[src/rtl/acr_pkg.sv]
// acr_pkg: shared widths, register indexes, codes and handshake structs
// for the channel remix block; no dependencies
package acr_pkg;

	localparam int SAMPLE_W = 24;
	localparam int CH_W = 4;
	localparam int CFG_W = 5;
	localparam int ACC_W = 28;
	localparam int IDX_W = 2;
	localparam int WCODE_W = 2;
	localparam int DEFAULT_MAX_CHANNELS = 16;

	localparam logic [IDX_W-1:0] REG_OLD = 2'd0;
	localparam logic [IDX_W-1:0] REG_NEW = 2'd1;
	localparam logic [IDX_W-1:0] REG_WIDTH = 2'd2;

	localparam logic [WCODE_W-1:0] WIDTH_8 = 2'd0;
	localparam logic [WCODE_W-1:0] WIDTH_16 = 2'd1;

	localparam logic [CFG_W-1:0] OLD_RST = 5'd2;
	localparam logic [CFG_W-1:0] NEW_RST = 5'd2;
	localparam logic [WCODE_W-1:0] WIDTH_RST = WIDTH_16;

	typedef enum logic [1:0] {
		ACT_NONE,
		ACT_EMIT,
		ACT_MIX
	} act_t;

	typedef enum logic [1:0] {
		ST_IDLE,
		ST_DIV,
		ST_EMIT
	} state_t;

	typedef struct packed {
		logic take;
		logic div_start;
		logic load_quot;
		logic emit;
	} cmd_t;

	typedef struct packed {
		act_t act;
		logic div_done;
		logic out_free;
		logic emit_last;
	} status_t;

endpackage

[src/rtl/acr_div.sv]
// acr_div: serial restoring divider, one quotient bit per cycle,
// truncating toward zero; depends on acr_pkg
module acr_div
	import acr_pkg::*;
(
	input  logic                       clk,
	input  logic                       arst_n,
	input  logic                       start,
	input  logic signed [ACC_W-1:0]    dividend,
	input  logic        [CFG_W-1:0]    divisor,
	output logic                       done,
	output logic signed [SAMPLE_W-1:0] quotient
);

	localparam int CNT_W = $clog2(ACC_W);

	logic             busy_q;
	logic             done_q;
	logic [CNT_W-1:0] cnt_q;
	logic [ACC_W-1:0] mag_q;
	logic [CFG_W-1:0] rem_q;
	logic [CFG_W-1:0] den_q;
	logic             neg_q;

	logic [CFG_W:0]   trial;
	logic             ge;
	logic [CFG_W:0]   trial_sub;
	logic [ACC_W-1:0] abs_in;
	logic [ACC_W-1:0] signed_q;

	assign trial = {rem_q, mag_q[ACC_W-1]};
	assign ge = trial >= {1'b0, den_q};
	assign trial_sub = trial - {1'b0, den_q};
	assign abs_in = dividend[ACC_W-1] ? ACC_W'(-dividend) : ACC_W'(dividend);
	assign signed_q = neg_q ? ACC_W'(-mag_q) : mag_q;

	always_ff @(posedge clk or negedge arst_n) begin
		if (!arst_n) begin
			busy_q <= 1'b0;
			done_q <= 1'b0;
			cnt_q <= '0;
		end else begin
			done_q <= 1'b0;
			if (start) begin
				busy_q <= 1'b1;
				cnt_q <= CNT_W'(ACC_W - 1);
			end else if (busy_q) begin
				cnt_q <= cnt_q - 1'b1;
				if (cnt_q == '0) begin
					busy_q <= 1'b0;
					done_q <= 1'b1;
				end
			end
		end
	end

	always_ff @(posedge clk) begin
		if (start) begin
			mag_q <= abs_in;
			rem_q <= '0;
			den_q <= divisor;
			neg_q <= dividend[ACC_W-1];
		end else if (busy_q) begin
			mag_q <= {mag_q[ACC_W-2:0], ge};
			rem_q <= ge ? trial_sub[CFG_W-1:0] : trial[CFG_W-1:0];
		end
	end

	assign done = done_q;
	assign quotient = signed_q[SAMPLE_W-1:0];

endmodule

[src/rtl/acr_dp.sv]
// acr_dp: datapath with config registers, frame position, mix accumulator,
// emit counter and output register; depends on acr_pkg and acr_div
module acr_dp
	import acr_pkg::*;
#(
	parameter int MAX_CHANNELS = DEFAULT_MAX_CHANNELS
) (
	input  logic                       clk,
	input  logic                       arst_n,
	input  logic                       cfg_we,
	input  logic        [IDX_W-1:0]    cfg_index,
	input  logic        [CFG_W-1:0]    cfg_data,
	input  logic signed [SAMPLE_W-1:0] in_sample,
	input  logic                       out_stall,
	input  cmd_t                       cmd,
	output status_t                    status,
	output logic                       out_valid,
	output logic signed [SAMPLE_W-1:0] out_sample,
	output logic        [CH_W-1:0]     out_channel,
	output logic                       end_of_frame,
	output logic                       last_of_run
);

	localparam logic [CFG_W-1:0] LIM = CFG_W'((MAX_CHANNELS > 16) ? 16 : MAX_CHANNELS);

	logic        [CFG_W-1:0]    old_q;
	logic        [CFG_W-1:0]    new_q;
	logic        [WCODE_W-1:0]  width_q;
	logic        [CH_W-1:0]     pos_q;
	logic signed [ACC_W-1:0]    acc_q;
	logic signed [SAMPLE_W-1:0] samp_q;
	logic        [CH_W-1:0]     ch_q;
	logic        [CH_W-1:0]     stop_q;
	logic                       eof_q;
	logic                       out_valid_q;
	logic signed [SAMPLE_W-1:0] out_sample_q;
	logic        [CH_W-1:0]     out_channel_q;
	logic                       eof_out_q;
	logic                       last_out_q;

	logic        [CFG_W-1:0]    oc;
	logic        [CFG_W-1:0]    nc;
	logic        [CFG_W-1:0]    nc_m1;
	logic        [CFG_W-1:0]    pos;
	logic                       frame_end;
	logic signed [SAMPLE_W-1:0] s;
	logic signed [ACC_W-1:0]    acc_sum;
	logic        [CFG_W-1:0]    cnt;
	act_t                       act;
	logic        [CH_W-1:0]     start_ch;
	logic        [CH_W-1:0]     stop_ch;
	logic                       eof_fl;
	logic                       div_done;
	logic signed [SAMPLE_W-1:0] quot;

	function automatic logic [CFG_W-1:0] clamp_ch(input logic [CFG_W-1:0] v);
		logic [CFG_W-1:0] r;
		r = v;
		if (v == '0) r = CFG_W'(1);
		else if (v > LIM) r = LIM;
		return r;
	endfunction

	assign oc = clamp_ch(old_q);
	assign nc = clamp_ch(new_q);
	assign nc_m1 = nc - 1'b1;
	assign pos = ({1'b0, pos_q} >= oc) ? '0 : {1'b0, pos_q};
	assign frame_end = pos == (oc - 1'b1);
	assign cnt = oc - nc + 1'b1;

	always_comb begin
		case (width_q)
			WIDTH_8:  s = {{(SAMPLE_W-8){in_sample[7]}}, in_sample[7:0]};
			WIDTH_16: s = {{(SAMPLE_W-16){in_sample[15]}}, in_sample[15:0]};
			default:  s = in_sample;
		endcase
	end

	assign acc_sum = acc_q + {{(ACC_W-SAMPLE_W){s[SAMPLE_W-1]}}, s};

	always_comb begin
		act = ACT_EMIT;
		start_ch = pos[CH_W-1:0];
		stop_ch = pos[CH_W-1:0];
		eof_fl = frame_end;
		if (nc < oc) begin
			eof_fl = 1'b0;
			if (pos < nc_m1) begin
				act = ACT_EMIT;
			end else if (frame_end) begin
				act = ACT_MIX;
				start_ch = nc_m1[CH_W-1:0];
				stop_ch = nc_m1[CH_W-1:0];
				eof_fl = 1'b1;
			end else begin
				act = ACT_NONE;
			end
		end else if (nc > oc) begin
			if (frame_end) begin
				stop_ch = nc_m1[CH_W-1:0];
			end
		end
	end

	acr_div u_div (
		.clk      (clk),
		.arst_n   (arst_n),
		.start    (cmd.div_start),
		.dividend (acc_sum),
		.divisor  (cnt),
		.done     (div_done),
		.quotient (quot)
	);

	always_ff @(posedge clk or negedge arst_n) begin
		if (!arst_n) begin
			old_q <= OLD_RST;
			new_q <= NEW_RST;
			width_q <= WIDTH_RST;
			pos_q <= '0;
			acc_q <= '0;
			out_valid_q <= 1'b0;
		end else begin
			if (cfg_we) begin
				case (cfg_index)
					REG_OLD: begin
						old_q <= cfg_data;
						pos_q <= '0;
						acc_q <= '0;
					end
					REG_NEW: begin
						new_q <= cfg_data;
						pos_q <= '0;
						acc_q <= '0;
					end
					REG_WIDTH: begin
						width_q <= cfg_data[WCODE_W-1:0];
						pos_q <= '0;
						acc_q <= '0;
					end
					default: begin
					end
				endcase
			end else if (cmd.take) begin
				pos_q <= frame_end ? '0 : pos[CH_W-1:0] + 1'b1;
				if (act == ACT_MIX) acc_q <= '0;
				else if (act == ACT_NONE) acc_q <= acc_sum;
			end
			if (cmd.emit) out_valid_q <= 1'b1;
			else if (!out_stall) out_valid_q <= 1'b0;
		end
	end

	always_ff @(posedge clk) begin
		if (cmd.take) begin
			samp_q <= s;
			ch_q <= start_ch;
			stop_q <= stop_ch;
			eof_q <= eof_fl;
		end else if (cmd.load_quot) begin
			samp_q <= quot;
		end else if (cmd.emit) begin
			ch_q <= ch_q + 1'b1;
		end
		if (cmd.emit) begin
			out_sample_q <= samp_q;
			out_channel_q <= ch_q;
			eof_out_q <= eof_q && (ch_q == stop_q);
			last_out_q <= ch_q == stop_q;
		end
	end

	assign status.act = act;
	assign status.div_done = div_done;
	assign status.out_free = !out_valid_q || !out_stall;
	assign status.emit_last = ch_q == stop_q;

	assign out_valid = out_valid_q;
	assign out_sample = out_sample_q;
	assign out_channel = out_channel_q;
	assign end_of_frame = eof_out_q;
	assign last_of_run = last_out_q;

endmodule

[src/rtl/acr_ctrl.sv]
// acr_ctrl: controller state machine sequencing accept, divide and emit
// depends on acr_pkg
module acr_ctrl
	import acr_pkg::*;
(
	input  logic    clk,
	input  logic    arst_n,
	input  logic    in_valid,
	input  status_t status,
	output logic    in_stall,
	output cmd_t    cmd
);

	state_t state_q;
	state_t state_d;

	always_ff @(posedge clk or negedge arst_n) begin
		if (!arst_n) begin
			state_q <= ST_IDLE;
		end else begin
			state_q <= state_d;
		end
	end

	always_comb begin
		state_d = state_q;
		case (state_q)
			ST_IDLE: begin
				if (in_valid) begin
					case (status.act)
						ACT_EMIT: state_d = ST_EMIT;
						ACT_MIX:  state_d = ST_DIV;
						default:  state_d = ST_IDLE;
					endcase
				end
			end
			ST_DIV: begin
				if (status.div_done) state_d = ST_EMIT;
			end
			ST_EMIT: begin
				if (status.out_free && status.emit_last) state_d = ST_IDLE;
			end
			default: state_d = ST_IDLE;
		endcase
	end

	always_comb begin
		in_stall = state_q != ST_IDLE;
		cmd.take = (state_q == ST_IDLE) && in_valid;
		cmd.div_start = (state_q == ST_IDLE) && in_valid && (status.act == ACT_MIX);
		cmd.load_quot = (state_q == ST_DIV) && status.div_done;
		cmd.emit = (state_q == ST_EMIT) && status.out_free;
	end

endmodule

[src/rtl/audio_channel_remix.sv]
// audio_channel_remix: remaps interleaved signed pcm frames from one channel
// count to another. Each input beat is taken only when the block is idle;
// each result it causes, including every extra upmix channel, is then
// loaded into the output register while the output is free. The beat that
// closes a downmix frame waits on a serial divider, one quotient bit per
// cycle over 28 bits. A write to the old, new or width register restarts the frame.
module audio_channel_remix
	import acr_pkg::*;
#(
	parameter int MAX_CHANNELS = DEFAULT_MAX_CHANNELS
) (
	input  logic                       clk,
	input  logic                       arst_n,
	input  logic                       cfg_we,
	input  logic        [IDX_W-1:0]    cfg_index,
	input  logic        [CFG_W-1:0]    cfg_data,
	input  logic                       in_valid,
	output logic                       in_stall,
	input  logic signed [SAMPLE_W-1:0] in_sample,
	output logic                       out_valid,
	input  logic                       out_stall,
	output logic signed [SAMPLE_W-1:0] out_sample,
	output logic        [CH_W-1:0]     out_channel,
	output logic                       end_of_frame,
	output logic                       last_of_run
);

	cmd_t    cmd;
	status_t status;

	acr_ctrl u_ctrl (
		.clk      (clk),
		.arst_n   (arst_n),
		.in_valid (in_valid),
		.status   (status),
		.in_stall (in_stall),
		.cmd      (cmd)
	);

	acr_dp #(
		.MAX_CHANNELS (MAX_CHANNELS)
	) u_dp (
		.clk          (clk),
		.arst_n       (arst_n),
		.cfg_we       (cfg_we),
		.cfg_index    (cfg_index),
		.cfg_data     (cfg_data),
		.in_sample    (in_sample),
		.out_stall    (out_stall),
		.cmd          (cmd),
		.status       (status),
		.out_valid    (out_valid),
		.out_sample   (out_sample),
		.out_channel  (out_channel),
		.end_of_frame (end_of_frame),
		.last_of_run  (last_of_run)
	);

`ifndef NO_ASSERTIONS
	a_emit_blocks_input: assert property (@(posedge clk) disable iff (!arst_n)
		cmd.emit |-> in_stall)
		else $error("result loaded while input open");

	a_div_holds_input: assert property (@(posedge clk) disable iff (!arst_n)
		cmd.div_start |=> in_stall)
		else $error("input open during divide");

	a_eof_is_last: assert property (@(posedge clk) disable iff (!arst_n)
		(out_valid && end_of_frame) |-> last_of_run)
		else $error("end of frame not last of run");
`endif

endmodule

[config.mk]
export PLATFORM = sky130hd
export DESIGN_NAME = audio_channel_remix
export DESIGN_NICKNAME = d
export VERILOG_FILES = /design/src/rtl/acr_pkg.sv /design/src/rtl/acr_div.sv /design/src/rtl/acr_dp.sv /design/src/rtl/acr_ctrl.sv /design/src/rtl/audio_channel_remix.sv
export SDC_FILE = /design/constraint.sdc
export NUM_CORES = 1
export LEC_CHECK = 0
export ABC_AREA = 1
export BUFFER_PORTS_ARGS = -buffer_cell sky130_fd_sc_hd__buf_4
export CAP_MARGIN = 10
export CORE_MARGIN = 2
export CORE_UTILIZATION = 56
export CTS_CLUSTER_DIAMETER = 120
export CTS_CLUSTER_SIZE = 25
export DETAILED_ROUTE_END_ITERATION = 10
export GPL_TIMING_DRIVEN = 0
export PLACE_DENSITY = 0.87
export SYNTH_ARGS = -nofsm -noshare
export SYNTH_HDL_FRONTEND = slang
export SYNTH_SLANG_ARGS = --single-unit
export TNS_END_PERCENT = 100
[constraint.sdc]
create_clock -name clk -period 3.95 [get_ports clk]
set_clock_uncertainty 0.2 [all_clocks]
set_input_delay 0.395 -clock clk [delete_from_list [all_inputs] [get_ports clk]]
set_output_delay 0.395 -clock clk [all_outputs]
set_load 0.01 [all_outputs]
[After elaboration in Yosys (flattened, before gate mapping)]
Index checks and enable logic that the tools add are counted.
Word-level totals
  bits in registers: 156
  input bits: 36
  output and inout bits: 32
  word-level logic and storage cells: 136
Cells by class
  add/sub/neg operators: 11
  magnitude comparators: 7
  equal/unequal tests: 15
  multiplexer cells: 51
  reduce and logical (&&, ||, !) cells: 30
Operator list (count)
  28-bit two-way mux: 8
  24-bit two-way mux: 3
  4-bit two-way mux: 13
  24-bit case mux with 2 select lines: 1
  5-bit two-way mux: 7
  28-bit adder: 1
  28-bit negation: 1
  24-bit negation: 1
  5-bit logical NOT: 3
  5-bit by 1-bit subtractor with 5-bit output, second input constant: 3
  2-bit two-way mux: 6
  1-bit two-way mux: 11
  5-bit greater-than comparator, second input constant: 2
  5-bit < comparator: 2
  2-bit AND reduction: 5
  2-bit nonzero test: 5
  5-bit subtractor: 2
  4-bit by 1-bit adder with 4-bit output, second input constant: 2
  2-bit by 1-bit == test with 1-bit output, second input constant: 4
  2-bit logical NOT: 4
  2-bit by 1-bit != test with 1-bit output, second input constant: 4
  2-bit == test, second input constant: 3
  6-bit by 5-bit greater-or-equal comparator with 1-bit output: 1
  1-bit logical AND: 6
  other kinds (13): 16

[Longest topological paths before layout]
Gate-level depths: netlist of run 1.
  word-level depth: 14
  mapped depth: 27

[Hierarchy]
Synthesis of run 1 repeated with hierarchy kept, for this count alone.
Unflattened totals
  cells, all modules: 1365
  area total of the unflattened synthesis: 10759.1 um2
By module, submodules not included
  acr_dp: times used 1, cells an instance 860, area an instance 7110.6 um2, sequential area each 3021.6 um2
  acr_div: times used 1, cells an instance 482, area an instance 3493.4 um2, sequential area each 1296.2 um2
  acr_ctrl: times used 1, cells an instance 23, area an instance 155.1 um2, sequential area each 50.0 um2

[Least setup slack after synthesis of run 1]
OpenSTA, ideal clock, no wires.
  kind: register -> register
  start: register u_dp.old_q[1]
  end: register u_dp.u_div.mag_q[0], enable pin
  library setup time: 0.385 ns
  data arrival time: 3.694 ns
  data required time: 3.365 ns
  path slack: -0.329 ns
  stages on the path, launching flop included: 25
  period minus slack after synthesis: 4.279 ns
  cells stage by stage: dfstp_2 > nor2_1 > o21ai_1 > inv_1 > ha_1 > nand2_1 > inv_1 > nand4_1 > nand3_1 > inv_1 > ha_1 > inv_1 > nor2_1 > inv_1 > o22ai_1 > inv_1 > nand2_1 > nand2_1 > inv_1 > nand2_2 > nor2_4 > inv_2 > buf_6 > buf_6 > nand2_1
On the way
  word-level cells in the longest chain between the ends: 12
  elaborated cells between the ends (all ways): 16
  classes of those cells: add/sub (1); order compare (4); eq/ne (2); mux (6); reduce/logical (3)
RTL lines
  start, declared: line acr_dp.sv:26  | logic [CFG_W-1:0] old_q;
  start signal, assigned: line acr_dp.sv:127  | old_q <= cfg_data;
  5-bit greater-than comparator: line acr_dp.sv:60  | else if (v > LIM) r = LIM;
  5-bit two-way mux: line acr_dp.sv:60
  5-bit two-way mux *: line acr_dp.sv:59  | if (v == '0) r = CFG_W'(1);
  branches (longest 5 deep; another with 4-bit by 5-bit greater-or-equal comparator with 1-bit output)
  2-bit two-way mux *: line acr_dp.sv:86  | if (nc < oc) begin
  2-bit == test *: line acr_ctrl.sv:50  | cmd.div_start = (state_q == ST_IDLE) && in_valid && (status.act == ACT_MIX);
  1-bit logical AND *: line acr_ctrl.sv:50
  2-bit nonzero test (no source line) *
  end signal, assigned: line acr_div.sv:59  | mag_q <= abs_in;
  end signal, assigned: line acr_div.sv:64  | mag_q <= {mag_q[ACC_W-2:0], ge};
  end, declared: line acr_div.sv:20  | logic [ACC_W-1:0] mag_q;
Every way passes the cells marked *.
A chain may end at the register's enable or synchronous reset.

[Final worst setup path of run 1]
  start: register u_dp.old_q[1]
  end: register u_dp.acc_q[6]
On the way
  word-level cells in the longest chain between the ends: 13
  elaborated cells between the ends (all ways): 20
  classes of those cells: add/sub (1); order compare (4); eq/ne (2); mux (9); reduce/logical (4)
RTL lines
  5-bit greater-than comparator: line acr_dp.sv:60
  5-bit two-way mux: line acr_dp.sv:60
  5-bit two-way mux *: line acr_dp.sv:59
  branches (longest 5 deep; another with 4-bit by 5-bit greater-or-equal comparator with 1-bit output)
  2-bit two-way mux *: line acr_dp.sv:86
  2-bit == test: line acr_dp.sv:146  | if (act == ACT_MIX) acc_q <= '0;
  28-bit two-way mux: line acr_dp.sv:146
  28-bit two-way mux: line acr_dp.sv:144  | end else if (cmd.take) begin
  28-bit two-way mux: line acr_dp.sv:124  | if (cfg_we) begin
  end signal, assigned: line acr_dp.sv:147  | else if (act == ACT_NONE) acc_q <= acc_sum;
  end, declared: line acr_dp.sv:30  | logic signed [ACC_W-1:0] acc_q;
Every way passes the cells marked *. The select of a mux whose other input is x is not followed.

==> summary.md, run 1 <==
| Metric | Value |
|---|---|
| Status | complete, but fails checks |
| Violated checks | setup timing |
| Clock tree from TritonCTS | done |
| Leading cell types by total area after synthesis | edfxtp_1 27%, nand2_1 17%, dfrtp_1 12% |
| Top cells by count, synth | 497 x nand2_1, 212 x inv_1, 123 x nand3_1, 120 x nor2_1, 97 x edfxtp_1 |
| Max Cap Viol | 0 |
| Worst Tran Pin Value | between 1 and 1.5 ns |
| Width of the die | 143 microns |
| Seq pwr share | 28.0% |
| Post-route worst hold slack | about 0.0065 ns |
| Final core utilization | about two thirds |
| CORE AREA | 18800 sq um |
| Sw power | roughly 3.7 mW |
| Avg WL per Cell | 15.5 microns |
| Global-route wire length before repair | 45600 microns |
| Non-filler instance count after layout | about 1900 |
| Cells on Worst Hold Path | 3 |
| Overall routed net length | slightly below 30000 microns |
| Number of rows in the core area | 50 |
| Synthesized netlist net count | 1582 |
| Data required time at the worst endpoint | a little over 4 ns |
| Origin of the critical flop-to-flop path | u_dp.old_q[1] |
| Proportion of register bits with asynchronous set or reset after synthesis | 34.6% |
| DRC violation total after the first TritonRoute iteration | roughly 960 |
| IR Drop Worst-Case VDD | between 0.0004 and 0.0005 V |
| Placed standard-cell area | between 10000 and 15000 sq um |
| Pre-CTS setup slack | -0.721 ns |
| Count of placed standard cells including taps | approximately 1800 |
| Vias after detailed routing | 10161 |
| Worst setup slack for register-to-register paths | -0.02 ns |
| Vias in the first global route | ~9200 |
| Share of cells above drive strength 1 | 13.9% |
| Initial antenna violation count | 0 |
| Post-route ant nets | 0 |
| End point of the worst hold path | u_dp.out_valid |
| Mapped cell area | between 10000 and 15000 sq um |
| Power share of the clock group | between 15 and 20% |
| Leading area contributor after synthesis | edfxtp_1 |
| Sequential share of the synthesized area | about two fifths |
| Area growth syn-to-layout | 17.2% |
| Kind of critical path | register to register |
| DRC violations left | 0 |
| Logic depth of the worst register-to-register path | 23 |
| #FFs+latches synth | roughly 160 |
| Fillers | 1508 |
| Port bufs | 67 |
| TritonCTS Sinks | 156 |
| Synthesis Warnings | 0 |
| Routed length on met2 | 12900 microns |
| EDFF count, synth | 97 |
| Highest routing layer actually used | met4 |
| Sw Share | between 40% and 50% |
| Post-DP HPWL | between 20000 and 25000 microns |
| Endpoint class of the critical path | register |
| Synthesized area per cell | 7.29 sq um |
| DR pass1 iterations | 5 |
| Setup slack after layout | -0.0173 ns |
| H-tree lvl count | 4 |
| Class of the worst hold path | primary input to register |
| Ratio of total power to cell area | around 640 nW/um^2 |
| Clock-pin slew on the worst setup and hold paths | 0.08 ns |
| Portion of total power attributed to combinational logic | between 50% and 60% |
| Total setup violations reported at the end of the flow | 15 |
| Slew Limit Headroom | 13.1% |
| Critical path data arrival time | between 4 and 5 ns |
| Met1 Routed Length | about 13000 microns |
| Leakage power total | about 6.3 nW |
| Total internal power | 4.47 mW |
| Floorplan die height | ~140 microns |
| Period minus WS final | roughly 4.0 ns |
| Pin count of the biggest net entering global routing | 55 |
| Number of antenna repair diodes | 0 |
| Top_reg_cell synth | edfxtp_1 |
| Final worst path period share | 100% |
| Num CTS Buffers | 17 |
| Dominant cell by count in the synthesized netlist | nand2_1 |
| Met3 wire len | 2580 microns |
| Setup Total Neg Slack | -0.0898 ns |
| Via density per instance | 5.45 |
| Global route overflow | 0 |
| Clock latency on the worst-skew pair | about 0.43 ns |
| Count of different cell masters after synthesis | 43 |
| Global placer's final weighted congestion | between 0.9 and 1 |
| Worst reg2reg endpoint | u_dp.acc_q[6] |
| Ports | 68 |
| Clock Root Buffer | clkbuf_16 |
| Start point of the worst hold path | out_stall |
| Total chip power | approximately 8.2 mW |
| Area of the die | ~20000 sq um |
| Area share of the leading cell type in the synthesized netlist | between 20% and 30% |
| Initial Util | roughly 58% |
| Final-stage net count | approximately 1700 |
| Number of buffers on the longest clock path | 2 |
| Launching element type of the critical path | register |
| Total routing resource utilization after global routing | about 29% |
| Timing-limited maximum frequency | between 0.2 and 0.3 GHz |
| Final Max Tran Viols | 0 |
| Post-Synthesis Cells | between 1000 and 1500 |
| Final design instance area without fill | between 10000 and 15000 sq um |
| Hold Vio Cnt, Final | 0 |
| Top fanout value on the critical path | 10 |
how the worst max path moves through the flow:
stage	startpoint	endpoint	slack, ns	cells past startpoint
2_1_floorplan	u_dp.old_q[1]	u_dp.u_div.mag_q[0]	0.11	24
3_3_place_gp	u_dp.old_q[1]	u_dp.u_div.mag_q[3]	-0.61	23
3_5_place_dp	u_dp.old_q[1]	u_dp.u_div.mag_q[3]	-0.72	23
4_1_cts	u_dp.old_q[4]	u_dp.acc_q[6]	0.005	22
5_1_grt	u_dp.old_q[1]	u_dp.u_div.mag_q[27]	-0.13	23
6_report	u_dp.old_q[1]	u_dp.acc_q[6]	-0.02	23
state kept, by name, summed over array words and instances, names as in the netlist, 2 cells and up:
register and flops:
u_ctrl.state_q 2, u_dp.u_div.mag_q 28, u_dp.out_sample 24, u_dp.ch_q 4, u_dp.u_div.cnt_q 5, u_dp.width_q 2
u_dp.new_q 5, u_dp.stop_q 4, u_dp.u_div.den_q 5, u_dp.acc_q 28, u_dp.out_channel 4, u_dp.u_div.rem_q 5
u_dp.samp_q 24, u_dp.pos_q 4, u_dp.old_q 5
power by group through the flow:
stage | sequential [mW] | clock [mW] | combinational, mW
CTS | 2.28 | 1.61 | 3.96
floorplan | 2.32 | 0 | 2.82
detailed placement | 2.30 | 0 | 3.88
finish | 2.28 | 1.62 | 4.26
global route | 2.31 | 1.67 | 4.75
global placement | 2.30 | 0 | 3.80
per-layer routing:
metal | track usage, % | up-vias
li1 | - | 4984
met1 | 40.3 | 4634
met2 | 44.6 | 483
met3 | 5.06 | 60
met4 | 9.85 | 0
met5 | 0 | -
worst max-delay path: stages, from the launching register on:
cell and delay (ns):
dfstp_2 0.58, nor2_1 0.08, o21ai_2 0.17, inv_2 0.06, ha_1 0.28, nand2_1 0.06
inv_1 0.06, nand4_1 0.20, buf_4 0.23, nand3_4 0.12, inv_2 0.07, ha_1 0.22
a21oi_2 0.17, o22ai_2 0.10, inv_1 0.12, nand2_2 0.08, nand2_2 0.10, inv_2 0.06
nand2_2 0.11, nand2_1 0.18, inv_4 0.16, clkbuf_4 0.23, nand3_1 0.14, nand2_1 0.10
cell usage in the layout (no fill, tap or decap), drive strengths merged, types with 24 or more instances in the layout:
master,netlist,final
buf,18,99
nor2,125,125
nand2,498,501
dfrtp,51,51
clkbuf,13,33
nand4,24,24
xor2,38,38
o21ai,91,91
ha,58,58
nand3,126,126
a21oi,38,38
edfxtp,97,97
inv,224,233
logic make-up (layout without fill, tap and decap cells):
family / after synthesis / in the layout / share of synthesized area [%]
flip-flops: 156 / 156 / 40.3
adder cells (fa/ha/maj): 61 / 61 / 7.25
AO/OA/AOI/OAI: 147 / 147 / 7.22
AND/OR/NAND/NOR: 809 / 812 / 31.3
buffers and inverters: 255 / 371 / 9.22
XOR/XNOR: 57 / 57 / 4.68
repair_timing:
action | CTS | global route
buffers inserted | 7 | 9
pin swaps | 3 | 10
gates cloned | 1 | 2
endpoints found under the setup margin | 104 | 104
gates resized for setup | 22 | 63
endpoints found under the hold margin | 51 | 0
hold buffers | 1 | 0
final cells by class:
type / count / area, sq um / share of cell area, %
repair buffers: 85 / 648 / 5.10
flip-flops and latches: 156 / 4370 / 34.4
clock buffers: 18 / 429 / 3.38
inverters: 224 / 846 / 6.66
clock inverters: 14 / 148 / 1.16
well taps: 260 / 325 / 2.56
multi-input cells: 1077 / 5740 / 45.2
plain buffers: 30 / 194 / 1.53
No activity file was read; power rests on OpenSTA's default activity.
==> inputs of run 2 (changes only) <==
- CORE_ASPECT_RATIO: not set -> 2
- TNS_END_PERCENT: 100 -> not set
==> summary.md, run 2 (synthesis gave the netlist of run 1 again) <==
| Metric | Value |
|---|---|
| Final Max Tran Viols | 0 (unchanged) |
| Multi-input logic area | 5830 sq um (+1.7%) |
| Leakage power total | 6.49 nW (+2.4%) |
| Final-stage net count | 1707 (+1.1%) |
| Period minus WS final | 3.90 ns (-0.0634 ns) |
| DRC violations left | 0 (unchanged) |
| Most common library cell in the layout ignoring fill and taps | nand2_1 |
| Ports | 68 (unchanged) |
| Hold Vio Cnt, Final | 0 (unchanged) |
| Overall routed net length | 34300 microns (+19%) |
| Worst setup slack for register-to-register paths | 0.05 ns (+0.06 ns) |
| Setup Total Neg Slack | 0 ns (+0.0898 ns) |
| Post-DP HPWL | 25600 microns (+16%) |
| Logic depth of the worst register-to-register path | 24 (+4.3%) |
| Post-route worst hold slack | 0.0295 ns (+0.0230 ns) |
| Ratio of total power to cell area | 650 nW/um^2 (+1.2%) |
| Final worst path period share | 98.8% (-1.6 points) |
| Slew Limit Headroom | 32.6% (+20 points) |
| Fillers | 1538 (+2.0%) |
| Start point of the worst hold path | cfg_data[1] |
| Pin count of the biggest net entering global routing | 55 (unchanged) |
| Critical path data arrival time | 3.86 ns (-0.28 ns) |
| Total chip power | 8.47 mW (+3.8%) |
| Area of the die | 20500 sq um (+0.33%) |
| Share of cells above drive strength 1 | 15.2% (+1.3 points) |
| Num CTS Buffers | 17 (unchanged) |
| Clock-pin slew on the worst setup and hold paths | 0.07 ns (about the same) |
| DRC violation total after the first TritonRoute iteration | 652 (-32%) |
| Vias in the first global route | 10460 (+14%) |
| CORE AREA | 19200 sq um (+1.9%) |
| Max Cap Viol | 0 (unchanged) |
| Width of the die | 102 microns (-28%) |
| Clock tree from TritonCTS | done |
| Clock latency on the worst-skew pair | 0.46 ns (+0.03 ns) |
| Endpoint class of the critical path | register |
| Kind of critical path | register to register |
| Power share of the clock group | 19.4% (-0.4 points) |
| Worst reg2reg endpoint | u_dp.u_div.mag_q[27] |
| Global route overflow | 0 (unchanged) |
| Global placer's final weighted congestion | 0.959 (-0.11%) |
| Total setup violations reported at the end of the flow | 0 (-15) |
| Timing-limited maximum frequency | 0.256 GHz (+1.6%) |
| Global-route wire length before repair | 50900 microns (+12%) |
| Number of buffers on the longest clock path | 2 (unchanged) |
| Number of antenna repair diodes | 0 (unchanged) |
| Portion of total power attributed to combinational logic | 53.3% (+1.1 points) |
| Worst Tran Pin Value | 1.01 ns (-0.295 ns) |
| Total internal power | 4.56 mW (+1.9%) |
| Biggest registers after layout | u_dp.acc_q: 28 flops, u_dp.u_div.mag_q: 28 flops |
| Top fanout value on the critical path | 7 (-3) |
| Initial antenna violation count | 0 (unchanged) |
| Vias after detailed routing | 10679 (+5.1%) |
| Status | finished, final reports clean |
| Flip-flop and latch area | 4370 sq um (unchanged) |
| Setup slack after layout | 0.0461 ns (+0.0634 ns) |
| Number of rows in the core area | 72 (+44%) |
| TritonCTS Sinks | 156 (unchanged) |
| Total routing resource utilization after global routing | 33.2% (+4.6 points) |
| IR Drop Worst-Case VDD | 0.000408 V (-14%) |
| Origin of the critical flop-to-flop path | u_dp.old_q[1] |
| Launching instance or port of the critical path | u_dp.old_q[1] |
| Class of the worst hold path | primary input to register |
| Seq pwr share | 27.3% (-0.7 points) |
| Count of placed standard cells including taps | 1812 (-0.055%) |
| Initial Util | 56.4% (-1.1 points) |
| Area growth syn-to-layout | 20.2% |
| End point of the worst hold path | u_dp.new_q[1] |
| Via density per instance | 5.67 (+4.1%) |
| Clock Root Buffer | clkbuf_16 |
| Sw Share | 46.2% (+1.0 points) |
| Sw power | 3.91 mW (+6.1%) |
| Launching element type of the critical path | register |
| Cells on Worst Hold Path | 3 (unchanged) |
| Non-filler instance count after layout | 1882 (+0.97%) |
| Port bufs | 67 (unchanged) |
| Data required time at the worst endpoint | 3.90 ns (-0.22 ns) |
| DR pass1 iterations | 5 (unchanged) |
| Post-route ant nets | 0 (unchanged) |
| Pre-CTS setup slack | -0.873 ns (-0.152 ns) |
| Highest-count cells in the layout ignoring fill and taps | 487 x nand2_1, 205 x inv_1, 120 x nand3_1 |
| Floorplan die height | 201 microns (+40%) |
| Avg WL per Cell | 18.2 microns (+18%) |
| H-tree lvl count | 4 (unchanged) |
-- run 2: stage by stage --
| step | area [sq um] | utilization (%) |
|---|---|---|
| 5_1_grt | 13000 | 67.9 |
| 2_1_floorplan | 10800 | - |
| 3_5_place_dp | 11700 | 60.9 |
| 3_3_place_gp | 11700 | 60.8 |
| 6_report | 13000 | 67.9 |
| 4_1_cts | 12500 | 65.4 |
-- run 2: power groups by stage --
stage | logic, mW | clock network, mW | registers, mW
CTS | 4.04 | 1.64 | 2.30
detailed placement | 3.92 | 0 | 2.32
floorplan | 2.82 | 0 | 2.32
global placement | 3.80 | 0 | 2.31
global route | 4.96 | 1.71 | 2.34
finish | 4.52 | 1.64 | 2.31
-- run 2: worst max path at each step --
stage,to,cells past startpoint
floorplan,u_dp.u_div.mag_q[0],24
global placement,u_dp.u_div.mag_q[25],23
detailed placement,u_dp.u_div.mag_q[24],23
CTS,u_dp.u_div.mag_q[27],25
global route,u_dp.u_div.mag_q[27],25
finish,u_dp.u_div.mag_q[27],24
-- run 2: routing by layer --
layer | global-route usage [%] | vias up | wire (microns)
met3 | 5.54 | 208 | 1590
met2 | 60.0 | 484 | 18500
met4 | 29.8 | 0 | 3560
li1 | - | 5026 | -
met5 | 0 | - | 0
met1 | 29.9 | 4961 | 10700
-- run 2: final cells by class --
class,count,area share [%]
Multi-Input combinational cell,1077,44.8
Sequential cell,156,33.5
Timing Repair Buffer,105,6.53
Inverter,224,6.53
Clock buffer,17,3.27
Tap cell,259,2.49
Buffer,29,1.55
Clock inverter,15,1.29
-- run 2: critical path: stages (launching register included) --
cell and delay [ns]:
dfstp_2 0.57, buf_4 0.13, nor3_4 0.03, o21ai_2 0.27
ha_4 0.20, nand2_1 0.05, inv_1 0.05, nand4_1 0.22
nand3_2 0.18, inv_2 0.06, ha_1 0.28, inv_1 0.05
nor2_2 0.11, inv_1 0.07, o22ai_2 0.08, inv_1 0.07
nand2_2 0.09, nand2_4 0.07, inv_4 0.08, nand2_4 0.06
nor2_4 0.18, inv_2 0.09, buf_8 0.13, buf_12 0.15
nand2_8 0.11
-- run 2: what timing repair did --
action,in CTS,in global routing
cloned,3,1
resized for setup,37,67
buffers inserted,11,22
hold buffers,2,0
pin swaps,4,19
endpoints found under the setup margin,108,103
endpoints found under the hold margin,52,0
